$ cat config.mk
export PLATFORM = sky130hd
export DESIGN_NAME = next_fit_page_bump_allocator_flat
export DESIGN_NICKNAME = d
export VERILOG_FILES = /design/src/rtl/nfa_pkg.sv /design/src/rtl/nfa_req_if.sv /design/src/rtl/nfa_rsp_if.sv /design/src/rtl/nfa_front.sv /design/src/rtl/nfa_back.sv /design/src/rtl/next_fit_page_bump_allocator.sv /design/src/flat_wrapper.sv
export SDC_FILE = /design/constraint.sdc
export NUM_CORES = 2
export LEC_CHECK = 0
export BUFFER_PORTS_ARGS = -buffer_cell sky130_fd_sc_hd__clkbuf_2
export CAP_MARGIN = 0
export CELL_PAD_IN_SITES_DETAIL_PLACEMENT = 1
export CELL_PAD_IN_SITES_GLOBAL_PLACEMENT = 2
export CORE_ASPECT_RATIO = 0.8
export CORE_UTILIZATION = 41
export CTS_CLUSTER_DIAMETER = 120
export CTS_CLUSTER_SIZE = 30
export DETAILED_ROUTE_END_ITERATION = 10
export PLACE_DENSITY = 0.78
export SLEW_MARGIN = 20
export SYNTH_ARGS = -nofsm -noshare
export SYNTH_HDL_FRONTEND = slang
export SYNTH_SLANG_ARGS = --single-unit
export TNS_END_PERCENT = 50
$ cat constraint.sdc
create_clock -name clk -period 6 [get_ports clk]
set_input_delay 0.9 -clock clk [delete_from_list [all_inputs] [get_ports clk]]
set_output_delay 0.9 -clock clk [all_outputs]
set_load 0.03 [all_outputs]
$ cat src/rtl/nfa_pkg.sv
`timescale 1ns / 1ps
// ----------------------------------------------------------------------------
// nfa_pkg: shared definitions of the next-fit page bump allocator
// Field widths, default geometry, command and register codes, the
// configuration and queue entry types and the back end state type.
// ----------------------------------------------------------------------------
package nfa_pkg;

	// fixed field widths
	localparam int SIZE_W = 19;
	localparam int ADDR_W = 32;
	localparam int PCNT_W = 7;

	// default geometry
	localparam int DEF_MAX_PAGES    = 64;
	localparam int DEF_PAGE_BYTES   = 262144;
	localparam int DEF_HEADER_BYTES = 64;

	// request commands
	localparam logic CMD_ALLOC = 1'b0;
	localparam logic CMD_QUERY = 1'b1;

	// configuration register indexes
	localparam logic CFG_BASE  = 1'b0;
	localparam logic CFG_PAGES = 1'b1;

	// live configuration, base already aligned to a page
	typedef struct packed {
		logic [ADDR_W-1:0] aligned_base;
		logic [PCNT_W-1:0] page_count;
	} cfg_t;

	// classified request as it waits between front and back
	typedef struct packed {
		logic              cmd;
		logic [SIZE_W-1:0] size;
		logic              q_in;
		logic [ADDR_W-1:0] q_rel;
	} entry_t;

	// back end status seen by the top level
	typedef struct packed {
		logic clearing;
	} bk_status_t;

	typedef enum logic [1:0] {
		ST_CLEAR,
		ST_IDLE,
		ST_SCAN,
		ST_QCHK
	} bk_state_t;

	// page count register mapped onto the usable range
	function automatic int pages_in_use(logic [PCNT_W-1:0] pc, int max_pages);
		int v;
		v = int'(pc);
		if (v == 0) begin
			return 1;
		end
		if (v > max_pages) begin
			return max_pages;
		end
		return v;
	endfunction

endpackage

$ cat src/rtl/nfa_req_if.sv
`timescale 1ns / 1ps
// ----------------------------------------------------------------------------
// nfa_req_if: request channel
// Valid/ready channel carrying one allocate or contains request.
// ----------------------------------------------------------------------------
interface nfa_req_if;
	logic        valid;
	logic        ready;
	logic        command;
	logic [18:0] alloc_size;
	logic [31:0] query_address;

	modport source (output valid, output command, output alloc_size, output query_address,
		input ready);
	modport sink (input valid, input command, input alloc_size, input query_address,
		output ready);
endinterface

$ cat src/rtl/nfa_rsp_if.sv
`timescale 1ns / 1ps
// ----------------------------------------------------------------------------
// nfa_rsp_if: response channel
// Valid/ready channel carrying the result of one request.
// ----------------------------------------------------------------------------
interface nfa_rsp_if;
	logic        valid;
	logic        ready;
	logic        ok;
	logic [31:0] address;

	modport source (output valid, output ok, output address, input ready);
	modport sink (input valid, input ok, input address, output ready);
endinterface

$ cat src/rtl/nfa_front.sv
`timescale 1ns / 1ps
// ----------------------------------------------------------------------------
// nfa_front: request intake and classification
// Takes requests, works out where a query address falls in the region and
// holds classified requests in a two-entry queue for the back end.
// ----------------------------------------------------------------------------
module nfa_front #(
	parameter int MAX_PAGES    = nfa_pkg::DEF_MAX_PAGES,
	parameter int PAGE_BYTES   = nfa_pkg::DEF_PAGE_BYTES,
	parameter int HEADER_BYTES = nfa_pkg::DEF_HEADER_BYTES
) (
	input  logic           clk,
	input  logic           arst_n,
	nfa_req_if.sink        req,
	input  nfa_pkg::cfg_t  cfg,
	input  logic           hold,
	input  logic           pop,
	output logic           q_valid,
	output nfa_pkg::entry_t q_entry
);
	import nfa_pkg::*;

	localparam int PAGE_SHIFT = $clog2(PAGE_BYTES);
	localparam int CNT_W      = $clog2(MAX_PAGES + 1);

	logic [CNT_W-1:0]      n_pages;
	logic [ADDR_W+1:0]     base_w;
	logic [ADDR_W+1:0]     end_w;
	logic [ADDR_W+1:0]     q_w;
	logic [ADDR_W-1:0]     rel;
	logic [PAGE_SHIFT-1:0] off;
	logic                  in_range;
	logic                  hdr_ok;
	logic                  push;
	entry_t                ent_new;
	entry_t                ent_q [2];
	logic                  wr_ptr_q;
	logic                  rd_ptr_q;
	logic [1:0]            count_q;

	// region bounds, computed without wrap-around
	assign n_pages  = CNT_W'(pages_in_use(cfg.page_count, MAX_PAGES));
	assign base_w   = {2'b00, cfg.aligned_base};
	assign end_w    = base_w + ((ADDR_W + 2)'(n_pages) << PAGE_SHIFT);
	assign q_w      = {2'b00, req.query_address};
	assign in_range = (q_w >= base_w) && (q_w < end_w);

	// offset inside the page must be past the header
	assign rel    = req.query_address - cfg.aligned_base;
	assign off    = rel[PAGE_SHIFT-1:0];
	assign hdr_ok = ADDR_W'(off) >= ADDR_W'(HEADER_BYTES);

	always_comb begin
		ent_new.cmd   = req.command;
		ent_new.size  = req.alloc_size;
		ent_new.q_in  = in_range && hdr_ok;
		ent_new.q_rel = rel;
	end

	// queue handshake
	assign req.ready = (count_q != 2'd2) && !hold;
	assign push      = req.valid && req.ready;
	assign q_valid   = count_q != 2'd0;
	assign q_entry   = ent_q[rd_ptr_q];

	// queue storage
	always_ff @(posedge clk) begin
		if (push) begin
			ent_q[wr_ptr_q] <= ent_new;
		end
	end

	// queue pointers and fill level
	always_ff @(posedge clk or negedge arst_n) begin
		if (!arst_n) begin
			wr_ptr_q <= 1'b0;
			rd_ptr_q <= 1'b0;
			count_q  <= 2'd0;
		end else begin
			if (push) begin
				wr_ptr_q <= ~wr_ptr_q;
			end
			if (pop) begin
				rd_ptr_q <= ~rd_ptr_q;
			end
			case ({push, pop})
				2'b10:   count_q <= count_q + 2'd1;
				2'b01:   count_q <= count_q - 2'd1;
				default: count_q <= count_q;
			endcase
		end
	end

endmodule

$ cat src/rtl/nfa_back.sv
`timescale 1ns / 1ps
// ----------------------------------------------------------------------------
// nfa_back: page fill store and request sequencer
// Holds the fill offset of every page, clears it on demand, walks the ring
// one page per cycle for an allocate and answers contains queries.
// ----------------------------------------------------------------------------
module nfa_back #(
	parameter int MAX_PAGES    = nfa_pkg::DEF_MAX_PAGES,
	parameter int PAGE_BYTES   = nfa_pkg::DEF_PAGE_BYTES,
	parameter int HEADER_BYTES = nfa_pkg::DEF_HEADER_BYTES
) (
	input  logic               clk,
	input  logic               arst_n,
	input  nfa_pkg::cfg_t      cfg,
	input  logic               clear,
	input  logic               q_valid,
	input  nfa_pkg::entry_t    q_entry,
	output logic               pop,
	output nfa_pkg::bk_status_t status,
	nfa_rsp_if.source          rsp
);
	import nfa_pkg::*;

	localparam int PAGE_SHIFT = $clog2(PAGE_BYTES);
	localparam int CNT_W      = $clog2(MAX_PAGES + 1);
	localparam int IDX_W      = (MAX_PAGES > 1) ? $clog2(MAX_PAGES) : 1;
	localparam int FILL_W     = $clog2(PAGE_BYTES + 1);
	localparam int SUM_W      = ((FILL_W > SIZE_W) ? FILL_W : SIZE_W) + 1;

	// fill store
	logic [FILL_W-1:0] fill_mem [MAX_PAGES];
	logic [FILL_W-1:0] rd_data_q;
	logic [IDX_W-1:0]  rd_addr;
	logic              mem_we;
	logic [IDX_W-1:0]  mem_waddr;
	logic [FILL_W-1:0] mem_wdata;

	bk_state_t         state_q;
	bk_state_t         state_d;
	logic [IDX_W-1:0]  clr_cnt_q;
	logic [IDX_W-1:0]  cur_q;
	logic [IDX_W-1:0]  p_q;
	logic [CNT_W-1:0]  k_q;
	logic [SIZE_W-1:0] size_q;
	logic [PAGE_SHIFT-1:0] off_q;

	logic              out_valid_q;
	logic              out_ok_q;
	logic [ADDR_W-1:0] out_addr_q;

	logic [CNT_W-1:0]  n_pages;
	logic              slot_free;
	logic [SUM_W-1:0]  sum;
	logic              fit;
	logic              last;
	logic [CNT_W-1:0]  p_inc;
	logic [IDX_W-1:0]  p_next;
	logic [IDX_W-1:0]  q_page;
	logic [ADDR_W-1:0] alloc_addr;
	logic              clr_done;
	logic              res_set;
	logic              res_ok;
	logic [ADDR_W-1:0] res_addr;

	// datapath around the probed page
	assign n_pages    = CNT_W'(pages_in_use(cfg.page_count, MAX_PAGES));
	assign slot_free  = !out_valid_q || rsp.ready;
	assign sum        = SUM_W'(rd_data_q) + SUM_W'(size_q);
	assign fit        = sum <= SUM_W'(PAGE_BYTES);
	assign last       = k_q == (n_pages - CNT_W'(1));
	assign p_inc      = CNT_W'(p_q) + CNT_W'(1);
	assign p_next     = (p_inc == n_pages) ? '0 : IDX_W'(p_inc);
	assign q_page     = IDX_W'(q_entry.q_rel >> PAGE_SHIFT);
	assign alloc_addr = cfg.aligned_base + (ADDR_W'(p_q) << PAGE_SHIFT) + ADDR_W'(rd_data_q);
	assign clr_done   = clr_cnt_q == IDX_W'(MAX_PAGES - 1);
	assign status.clearing = state_q == ST_CLEAR;

	// next state
	always_comb begin
		state_d = state_q;
		if (clear) begin
			state_d = ST_CLEAR;
		end else begin
			case (state_q)
				ST_CLEAR: begin
					if (clr_done) begin
						state_d = ST_IDLE;
					end
				end
				ST_IDLE: begin
					if (q_valid && slot_free) begin
						if (q_entry.cmd == CMD_ALLOC) begin
							state_d = ST_SCAN;
						end else if (q_entry.q_in) begin
							state_d = ST_QCHK;
						end
					end
				end
				ST_SCAN: begin
					if (fit || last) begin
						state_d = ST_IDLE;
					end
				end
				ST_QCHK: state_d = ST_IDLE;
				default: state_d = ST_CLEAR;
			endcase
		end
	end

	// outputs of the sequencer
	always_comb begin
		pop       = 1'b0;
		rd_addr   = p_q;
		mem_we    = 1'b0;
		mem_waddr = p_q;
		mem_wdata = FILL_W'(sum);
		res_set   = 1'b0;
		res_ok    = 1'b0;
		res_addr  = '0;
		case (state_q)
			ST_CLEAR: begin
				mem_we    = 1'b1;
				mem_waddr = clr_cnt_q;
				mem_wdata = FILL_W'(HEADER_BYTES);
			end
			ST_IDLE: begin
				if (q_valid && slot_free) begin
					pop = 1'b1;
					if (q_entry.cmd == CMD_ALLOC) begin
						rd_addr = cur_q;
					end else if (q_entry.q_in) begin
						rd_addr = q_page;
					end else begin
						res_set = 1'b1;
					end
				end
			end
			ST_SCAN: begin
				if (fit) begin
					mem_we   = 1'b1;
					res_set  = 1'b1;
					res_ok   = 1'b1;
					res_addr = alloc_addr;
				end else if (last) begin
					res_set = 1'b1;
				end else begin
					rd_addr = p_next;
				end
			end
			ST_QCHK: begin
				res_set = 1'b1;
				res_ok  = FILL_W'(off_q) < rd_data_q;
			end
			default: begin
				res_set = 1'b0;
			end
		endcase
	end

	// fill store ports
	always_ff @(posedge clk) begin
		if (mem_we) begin
			fill_mem[mem_waddr] <= mem_wdata;
		end
		rd_data_q <= fill_mem[rd_addr];
	end

	// request payload held during the walk
	always_ff @(posedge clk) begin
		if (pop) begin
			size_q <= q_entry.size;
			off_q  <= q_entry.q_rel[PAGE_SHIFT-1:0];
		end
		if (res_set) begin
			out_ok_q   <= res_ok;
			out_addr_q <= res_addr;
		end
	end

	// sequencer control state
	always_ff @(posedge clk or negedge arst_n) begin
		if (!arst_n) begin
			state_q     <= ST_CLEAR;
			clr_cnt_q   <= '0;
			cur_q       <= '0;
			p_q         <= '0;
			k_q         <= '0;
			out_valid_q <= 1'b0;
		end else begin
			state_q <= state_d;
			if (clear) begin
				clr_cnt_q <= '0;
				cur_q     <= '0;
			end else begin
				if (state_q == ST_CLEAR) begin
					clr_cnt_q <= clr_cnt_q + IDX_W'(1);
				end
				if (state_q == ST_SCAN && fit) begin
					cur_q <= p_q;
				end
			end
			if (state_q == ST_IDLE) begin
				p_q <= cur_q;
				k_q <= '0;
			end else if (state_q == ST_SCAN) begin
				p_q <= p_next;
				k_q <= k_q + CNT_W'(1);
			end
			if (res_set) begin
				out_valid_q <= 1'b1;
			end else if (rsp.ready) begin
				out_valid_q <= 1'b0;
			end
		end
	end

	// response channel
	assign rsp.valid   = out_valid_q;
	assign rsp.ok      = out_ok_q;
	assign rsp.address = out_addr_q;

endmodule

$ cat src/rtl/next_fit_page_bump_allocator.sv
`timescale 1ns / 1ps
// Allocate: ST_IDLE pops the request and reads the cursor page fill; ST_SCAN probes one
//   page per cycle, up to the page count; a new request is popped only back in ST_IDLE.
// Contains: answered in ST_IDLE if outside the ring or in a page header, else in ST_QCHK.
// Reset and every register write start a clearing pass over all MAX_PAGES fill entries;
//   no request is taken during it. PAGE_BYTES must be a power of two; it is not checked.
// ----------------------------------------------------------------------------
// next_fit_page_bump_allocator: next-fit bump allocator over a ring of pages
// Front end classifies requests into a short queue, back end walks the page
// ring, bumps the fill of the first page that fits and answers queries.
// ----------------------------------------------------------------------------
module next_fit_page_bump_allocator #(
	parameter int MAX_PAGES    = nfa_pkg::DEF_MAX_PAGES,
	parameter int PAGE_BYTES   = nfa_pkg::DEF_PAGE_BYTES,
	parameter int HEADER_BYTES = nfa_pkg::DEF_HEADER_BYTES
) (
	input  logic                      clk,
	input  logic                      arst_n,
	input  logic                      cfg_we,
	input  logic                      cfg_index,
	input  logic [nfa_pkg::ADDR_W-1:0] cfg_data,
	nfa_req_if.sink                   req,
	nfa_rsp_if.source                 rsp
);
	import nfa_pkg::*;

	logic [ADDR_W-1:0] base_q;
	logic [PCNT_W-1:0] pages_q;
	cfg_t              cfg;
	bk_status_t        status;
	logic              hold;
	logic              pop;
	logic              q_valid;
	entry_t            q_entry;

	// configuration registers
	always_ff @(posedge clk or negedge arst_n) begin
		if (!arst_n) begin
			base_q  <= '0;
			pages_q <= PCNT_W'(1);
		end else if (cfg_we) begin
			case (cfg_index)
				CFG_BASE:  base_q  <= cfg_data;
				CFG_PAGES: pages_q <= cfg_data[PCNT_W-1:0];
				default:   base_q  <= base_q;
			endcase
		end
	end

	always_comb begin
		cfg.aligned_base = base_q & ~ADDR_W'(PAGE_BYTES - 1);
		cfg.page_count   = pages_q;
	end

	// no intake while the store is cleared or rewritten
	assign hold = status.clearing || cfg_we;

	nfa_front #(
		.MAX_PAGES    (MAX_PAGES),
		.PAGE_BYTES   (PAGE_BYTES),
		.HEADER_BYTES (HEADER_BYTES)
	) u_front (
		.clk     (clk),
		.arst_n  (arst_n),
		.req     (req),
		.cfg     (cfg),
		.hold    (hold),
		.pop     (pop),
		.q_valid (q_valid),
		.q_entry (q_entry)
	);

	nfa_back #(
		.MAX_PAGES    (MAX_PAGES),
		.PAGE_BYTES   (PAGE_BYTES),
		.HEADER_BYTES (HEADER_BYTES)
	) u_back (
		.clk     (clk),
		.arst_n  (arst_n),
		.cfg     (cfg),
		.clear   (cfg_we),
		.q_valid (q_valid),
		.q_entry (q_entry),
		.pop     (pop),
		.status  (status),
		.rsp     (rsp)
	);

`ifndef SYNTHESIS
	// no request is taken while the fill store is being cleared
	a_no_take_in_clear: assert property (@(posedge clk) disable iff (!arst_n)
		status.clearing |-> !req.ready)
		else $error("request taken during clearing pass");

	// the back end only pops a queued request
	a_pop_has_entry: assert property (@(posedge clk) disable iff (!arst_n)
		pop |-> q_valid)
		else $error("pop from empty queue");

	// a register write always starts a clearing pass
	a_write_clears: assert property (@(posedge clk) disable iff (!arst_n)
		cfg_we |=> status.clearing)
		else $error("register write did not clear pages");
`endif

endmodule
$ cat src/flat_wrapper.sv
// flat-port wrapper written by rule: the top's interface ports become plain ports
module next_fit_page_bump_allocator_flat import nfa_pkg::*;
#(
	parameter int MAX_PAGES    = nfa_pkg::DEF_MAX_PAGES,
	parameter int PAGE_BYTES   = nfa_pkg::DEF_PAGE_BYTES,
	parameter int HEADER_BYTES = nfa_pkg::DEF_HEADER_BYTES
)
  (clk, arst_n, cfg_we, cfg_index, cfg_data, req_valid, req_command, req_alloc_size, req_query_address, req_ready, rsp_valid, rsp_ok, rsp_address, rsp_ready);
  nfa_req_if req_i ();
  nfa_rsp_if rsp_i ();
  input  logic clk;
  input  logic arst_n;
  input  logic cfg_we;
  input  logic cfg_index;
  input  logic [nfa_pkg::ADDR_W-1:0] cfg_data;
  input wire logic [$bits(req_i.valid)-1:0] req_valid;
  input wire logic [$bits(req_i.command)-1:0] req_command;
  input wire logic [$bits(req_i.alloc_size)-1:0] req_alloc_size;
  input wire logic [$bits(req_i.query_address)-1:0] req_query_address;
  output wire logic [$bits(req_i.ready)-1:0] req_ready;
  output wire logic [$bits(rsp_i.valid)-1:0] rsp_valid;
  output wire logic [$bits(rsp_i.ok)-1:0] rsp_ok;
  output wire logic [$bits(rsp_i.address)-1:0] rsp_address;
  input wire logic [$bits(rsp_i.ready)-1:0] rsp_ready;
  assign req_i.valid = req_valid;
  assign req_i.command = req_command;
  assign req_i.alloc_size = req_alloc_size;
  assign req_i.query_address = req_query_address;
  assign req_ready = req_i.ready;
  assign rsp_valid = rsp_i.valid;
  assign rsp_ok = rsp_i.ok;
  assign rsp_address = rsp_i.address;
  assign rsp_i.ready = rsp_ready;
  next_fit_page_bump_allocator #(.MAX_PAGES(MAX_PAGES), .PAGE_BYTES(PAGE_BYTES), .HEADER_BYTES(HEADER_BYTES)) u_core (.clk(clk), .arst_n(arst_n), .cfg_we(cfg_we), .cfg_index(cfg_index), .cfg_data(cfg_data), .req(req_i), .rsp(rsp_i));
endmodule
# == After elaboration in Yosys (flattened, before gate mapping) ==
# Memory sizes are Yosys's and may differ from the RTL's. A register that Yosys moved wholly into a read port is not among the register bits.
# Index checks and enable logic that the tools add are counted.
# totals
in_bits,90
mem_count,2
ramBits,1322
ff_bits,141
# mem_list
memory,depth,width,read_ports,rd_ports_with_merged_regs,write_ports,line,rtl
u_core.u_back.fill_mem,64,19,1,1,1,nfa_back.sv:31,logic [FILL_W-1:0] fill_mem [MAX_PAGES];
u_core.u_front.ent_q,2,53,1,0,1,nfa_front.sv:36,entry_t ent_q [2];
# op_classes
n_mux,49
n_eq_ne,13
bitwise,3
magnitude_cmp,6
reduce_logical,23
addsub,11
# op_table
op,n
2-to-1 mux 6 bit,13
2-to-1 mux 7 bit,5
adder 32 x 25 -> 33 bit,1
< comparator 32 x 33 -> 1 bit,1
adder 32 x 19 -> 32 bit,1
adder 32 x 24 -> 32 bit,1
>= comparator 32 bit,1
subtractor 32 bit,1
adder 19 x 19 -> 20 bit,1
less-or-equal comparator 20 x 19 -> 1 bit (second input constant),1
< comparator 18 x 19 -> 1 bit,1
2-to-1 mux 19 bit,1
>= comparator 18 x 7 -> 1 bit (second input constant),1
2-to-1 mux 1 bit,18
== test 7 bit,2
2-to-1 mux 2 bit,6
case mux 6 bit (2 select lines),1
nonzero test 2 bit,6
inequality test 3 bit (second input constant),3
case mux 2 bit (4 select lines),1
adder 6 x 1 -> 7 bit (second input constant),1
adder 7 x 1 -> 7 bit (second input constant),1
> comparator 7 bit (second input constant),1
zero test 7 bit,1
other kinds (19),35

# == Depth between registers and ports, before layout ==
# logic_depth
depth_word,11
depth_mapped,23
depth_no_buf,20

# == By module ==
# Synthesis repeated with hierarchy kept, for this count alone.
# unflattened
cells_unflattened,3736
area_unflattened_um2,62267.2
# modules_own_cells
module,seq_area_each_um2,cells_each,n_inst,area_per_inst_um2
nfa_back,39698.1,3123,1,54746.3
nfa_front,3283.1,565,1,6670.1
next_fit_page_bump_allocator,526.8,48,1,850.8

# == Worst setup path after synthesis ==
# Ideal clock, no wire load.
# synth_path
kind,input to register
from,in rsp_ready
to,reg u_core.u_back.out_addr_q[0] (netlist: u_core.u_back.rsp.address[0]) (enable)
path_stages,4
path_slack_ns,-0.131
required_time_ns,5.565
t_arrival_ns,5.697
setup_ns,0.435
path_buffers,0
cell_sequence,nor2b_1 -> nor3_1 -> a21oi_1 -> a21oi_1
# synth_between
elab_chain_cells,4
# synth_lines
item,line,rtl
from (decl),flat_wrapper.sv:24,input wire logic [$bits(rsp_i.ready)-1:0] rsp_ready;
logical OR 1 bit,nfa_back.sv:67,assign slot_free = !out_valid_q || rsp.ready;
logical AND 1 bit,nfa_back.sv:127,if (q_valid && slot_free) begin
2-to-1 mux 1 bit,nfa_back.sv:127,
case mux 1 bit (3 select lines),nfa_back.sv:120,case (state_q)
net u_core.u_back.res_set,nfa_back.sv:61,logic res_set;
to (signal assigned),nfa_back.sv:176,out_addr_q <= res_addr;
to (decl),nfa_back.sv:49,logic [ADDR_W-1:0] out_addr_q;
# The timed path passes the listed nets, and every way through them passes these cells.
# A chain may end at the register's enable or synchronous reset.

# == Worst setup path after layout ==
# layout_path
from,reg u_core.u_back.size_q[0]
to,reg u_core.u_back.rd_data_q[3] (read register of u_core.u_back.fill_mem)
# layout_between
elab_chain_cells,4
# layout_lines
item,line,rtl
from (decl),nfa_back.sv:44,logic [SIZE_W-1:0] size_q;
from (signal assigned),nfa_back.sv:171,size_q <= q_entry.size;
adder 19 x 19 -> 20 bit,nfa_back.sv:68,assign sum = SUM_W'(rd_data_q) + SUM_W'(size_q);
less-or-equal comparator 20 x 19 -> 1 bit,nfa_back.sv:69,assign fit = sum <= SUM_W'(PAGE_BYTES);
2-to-1 mux 6 bit,nfa_back.sv:139,if (fit) begin
case mux 6 bit (2 select lines),nfa_back.sv:120,
to (decl),nfa_back.sv:32,logic [FILL_W-1:0] rd_data_q;
# Every way passes these cells.

==> qor.txt <==
status -> finished, final reports clean
RSZ-0062 raised after global routing -> false
detailed-route DRC error count -> 0
Synthesis Warnings -> 0
vias per cell -> 5.75
RR Endpoint -> u_core.u_back.rd_data_q[3]
Fin Setup TNS -> 0 ps
mapped cell area -> 59700 sq um
final setup fails -> 0
top cell type's share of synthesized area -> 0.692
commonest non-fill, non-tap cell in the layout -> edfxtp_1
vias -> 37100
worst-margin pin slew -> 1180 ps
CP bufs+invs -> 6
met1 WL -> 76200 um
drt wl/cell -> 25.8 um
post-synthesis async set-or-reset flop share -> 0.0366
Reg2Reg Depth -> 22
multi-input logic area -> 15800 sq um
Area Growth Syn to Fin -> 10.6%
Core Box Area -> 144000 sq um
Syn Area/Cell -> 13.7 sq um
Worst Skew -> 39.6 ps
die area -> 147000 sq um
met3 WL -> 11900 um
Worst path top cell family by delay -> simple AND/OR/NAND/NOR gates
Fmax -> 0.175 GHz
Final Hold Vio Count -> 0
Seq. cell area -> 43000 sq um
GP Congestion -> 0.833
Die Ht -> 343 um
Seq/Total Area, Yosys -> 0.720
clk sinks -> 1448
number of distinct library cells after synthesis -> 88
Post-DRT Antenna Nets -> 0
grt total ovfl -> 0
Synth area leaders -> edfxtp_1 69%, nand2_1 5.7%, a21oi_1 3.1%
period utilization -> 0.954
worst skew pair latency -> 720 ps
Post-synth top flop -> edfxtp_1
1st-iter DRT viols -> 3541
R2R Setup Slk -> 280 ps
Tot GR Track Use -> 0.224
reg2reg start -> u_core.u_back.size_q[0]
CP Capture Type -> flop
# rows -> 124
kind of start point of the critical path -> flop
register bit count reported by yosys -> 1448
most frequent cells in the layout -> 1376 x edfxtp_1, 904 x nand2_1, 364 x a21oi_1
HPWL Detailed -> 107000 um
clk root buf -> clkbuf_16
Final Net Count -> 4718
fillcell total -> 14400
number of synthesized flops with an enable pin -> 1376
CP max stage cell -> o32a_4
boundary pin count -> 125
clock tree buffer depth -> 3
CTS H-Tree Depth -> 2
DRT Pass-1 Iters -> 5
Die Width -> 429 um
critical path type -> flop to flop
Data required, critical path -> 6610 ps
leading area contributor after synthesis -> edfxtp_1
WL met2 -> 75000 um
antenna violations before repair -> 17
worst endpoint data arrival time -> 6330 ps
HP Class -> input port to asynchronous set/reset pin
TritonCTS buffer count -> 54
Max Cap Viol -> 0
Port-buffer cells -> 113
Mapped Cells -> 4347
layout cells sized above 1 -> 0.138
largest net degree at the start of global routing -> 95
most used cell, CP -> buf_4
Worst-path clk slew -> 120 ps
crit path launch -> u_core.u_back.size_q[0]
Initial Utilization -> 0.416
final wirelength -> 166000 um
Hold Buf Count CTS -> 0
CTS tree -> built
vias in the first global route -> 38500
DR top layer -> met5
max incr delay on CP -> 540 ps
Cell Chain, Critical Path -> ha_1 > inv_1 > fa_1 > nor2b_4 > o31a_4 > nor2_4 > o221ai_2 > or4b_4 > nor3_2 > buf_4 > a2111o_2 > nand2_2 > o32a_4 > buf_12 > buf_4 > a21oi_1 > nand2_1 > a32oi_1 > buf_4 > nand4_1 > buf_4 > or4_1
first-pass GRT wire length -> 248000 um
CP Max Fanout -> 24
pins over their slew limit -> 0
Final min period -> 5720 ps
Syn Nets -> 4532
Worst slew margin -> 0.211
[how the worst max path moves through the flow]
stage,end,slack (ps),depth (start not counted)
after detailed placement,u_core.u_back.rd_data_q[6],130,22
after global placement,u_core.u_back.rd_data_q[3],220,21
final,u_core.u_back.rd_data_q[3],280,22
after floorplan,u_core.u_back.rsp.address[0],1040,13
after global routing,u_core.u_back.fill_mem[50][12],20,18
after CTS,u_core.u_back.rd_data_q[3],110,20
[metal layers]
layer	global-route usage	up-vias
met5	0	-
met1	0.328	19200
met3	0.0398	148
li1	-	16700
met4	0.0471	14
met2	0.350	958
[stage by stage]
stage	setup WS [ps]	instances	hold slack (ps)	util	area [sq um]
floorplan	1040	4347	461	-	59700
global placement	219	6366	483	0.449	64500
detailed placement	130	6366	495	0.449	64500
finish	277	6449	334	0.460	66100
CTS	106	6446	312	0.459	66000
global route	18.1	6447	331	0.460	66100
[cells in the mapped netlist, types with 29 or more instances]
cell type / count
a32oi_1: 171
clkbuf_1: 156
nor2_1: 175
inv_1: 67
ha_1: 90
nor2b_1: 29
xnor2_1: 40
nand2_1: 904
o21ai_0: 63
edfxtp_1: 1376
dfrtp_1: 52
buf_1: 35
a21oi_1: 365
buf_2: 50
a22oi_1: 152
mux2i_1: 103
mux2_2: 55
nand3_1: 77
[repair_timing]
item | in CTS | in global routing
resized for setup | 0 | 11
setup buffers | 0 | 2
endpoints found under the setup margin | 0 | 258
[kinds of logic after synthesis]
| logic type | count (synthesis) | share of synthesized area |
|---|---|---|
| compound gates | 940 | 0.107 |
| xor+xnor | 59 | 0.00865 |
| fa+ha+maj | 95 | 0.0205 |
| buf+inv | 324 | 0.0230 |
| flops | 1448 | 0.720 |
| mux | 158 | 0.0276 |
| simple gates | 1323 | 0.0930 |
[flip-flops by register name, indices dropped and copies added (netlist names), 2 cells and up]
name	cells
u_core.u_back.fill_mem	1216
u_core.u_front.ent_q	90
u_core.u_back.rsp.address	32
u_core.u_back.rd_data_q	19
u_core.u_back.size_q	19
u_core.u_back.off_q	18
u_core.base_q	14
u_core.pages_q	7
u_core.u_back.k_q	7
u_core.u_back.clr_cnt_q	6
u_core.u_back.cur_q	6
u_core.u_back.p_q	6
u_core.u_back.state_q	2
u_core.u_front.count_q	2
[worst register-to-register path, cell delays in order, from the launching register on]
cell and delay [ps]:
edfxtp_1 360, ha_1 210, inv_1 80, fa_1 490, nor2b_4 180, o31a_4 170
nor2_4 50, o221ai_2 250, or4b_4 520, nor3_2 190, buf_4 180, a2111o_2 190
nand2_2 140, o32a_4 540, buf_12 230, buf_4 220, a21oi_1 150, nand2_1 70
a32oi_1 200, buf_4 200, nand4_1 290, buf_4 260, or4_1 450
[area by class of cell]
cell class | instances | share of cell area
sequential | 1448 | 0.651
multi-input combinational | 2575 | 0.238
timing repair buffer | 386 | 0.0473
tap | 1890 | 0.0358
clock buffer | 75 | 0.0220
inverter | 68 | 0.00386
clock inverter | 5 | 0.00127
antenna | 2 | 0.0000757
Power is not shown: default switching activity piles up to over one toggle a cycle in this logic, so the estimate is an artifact.
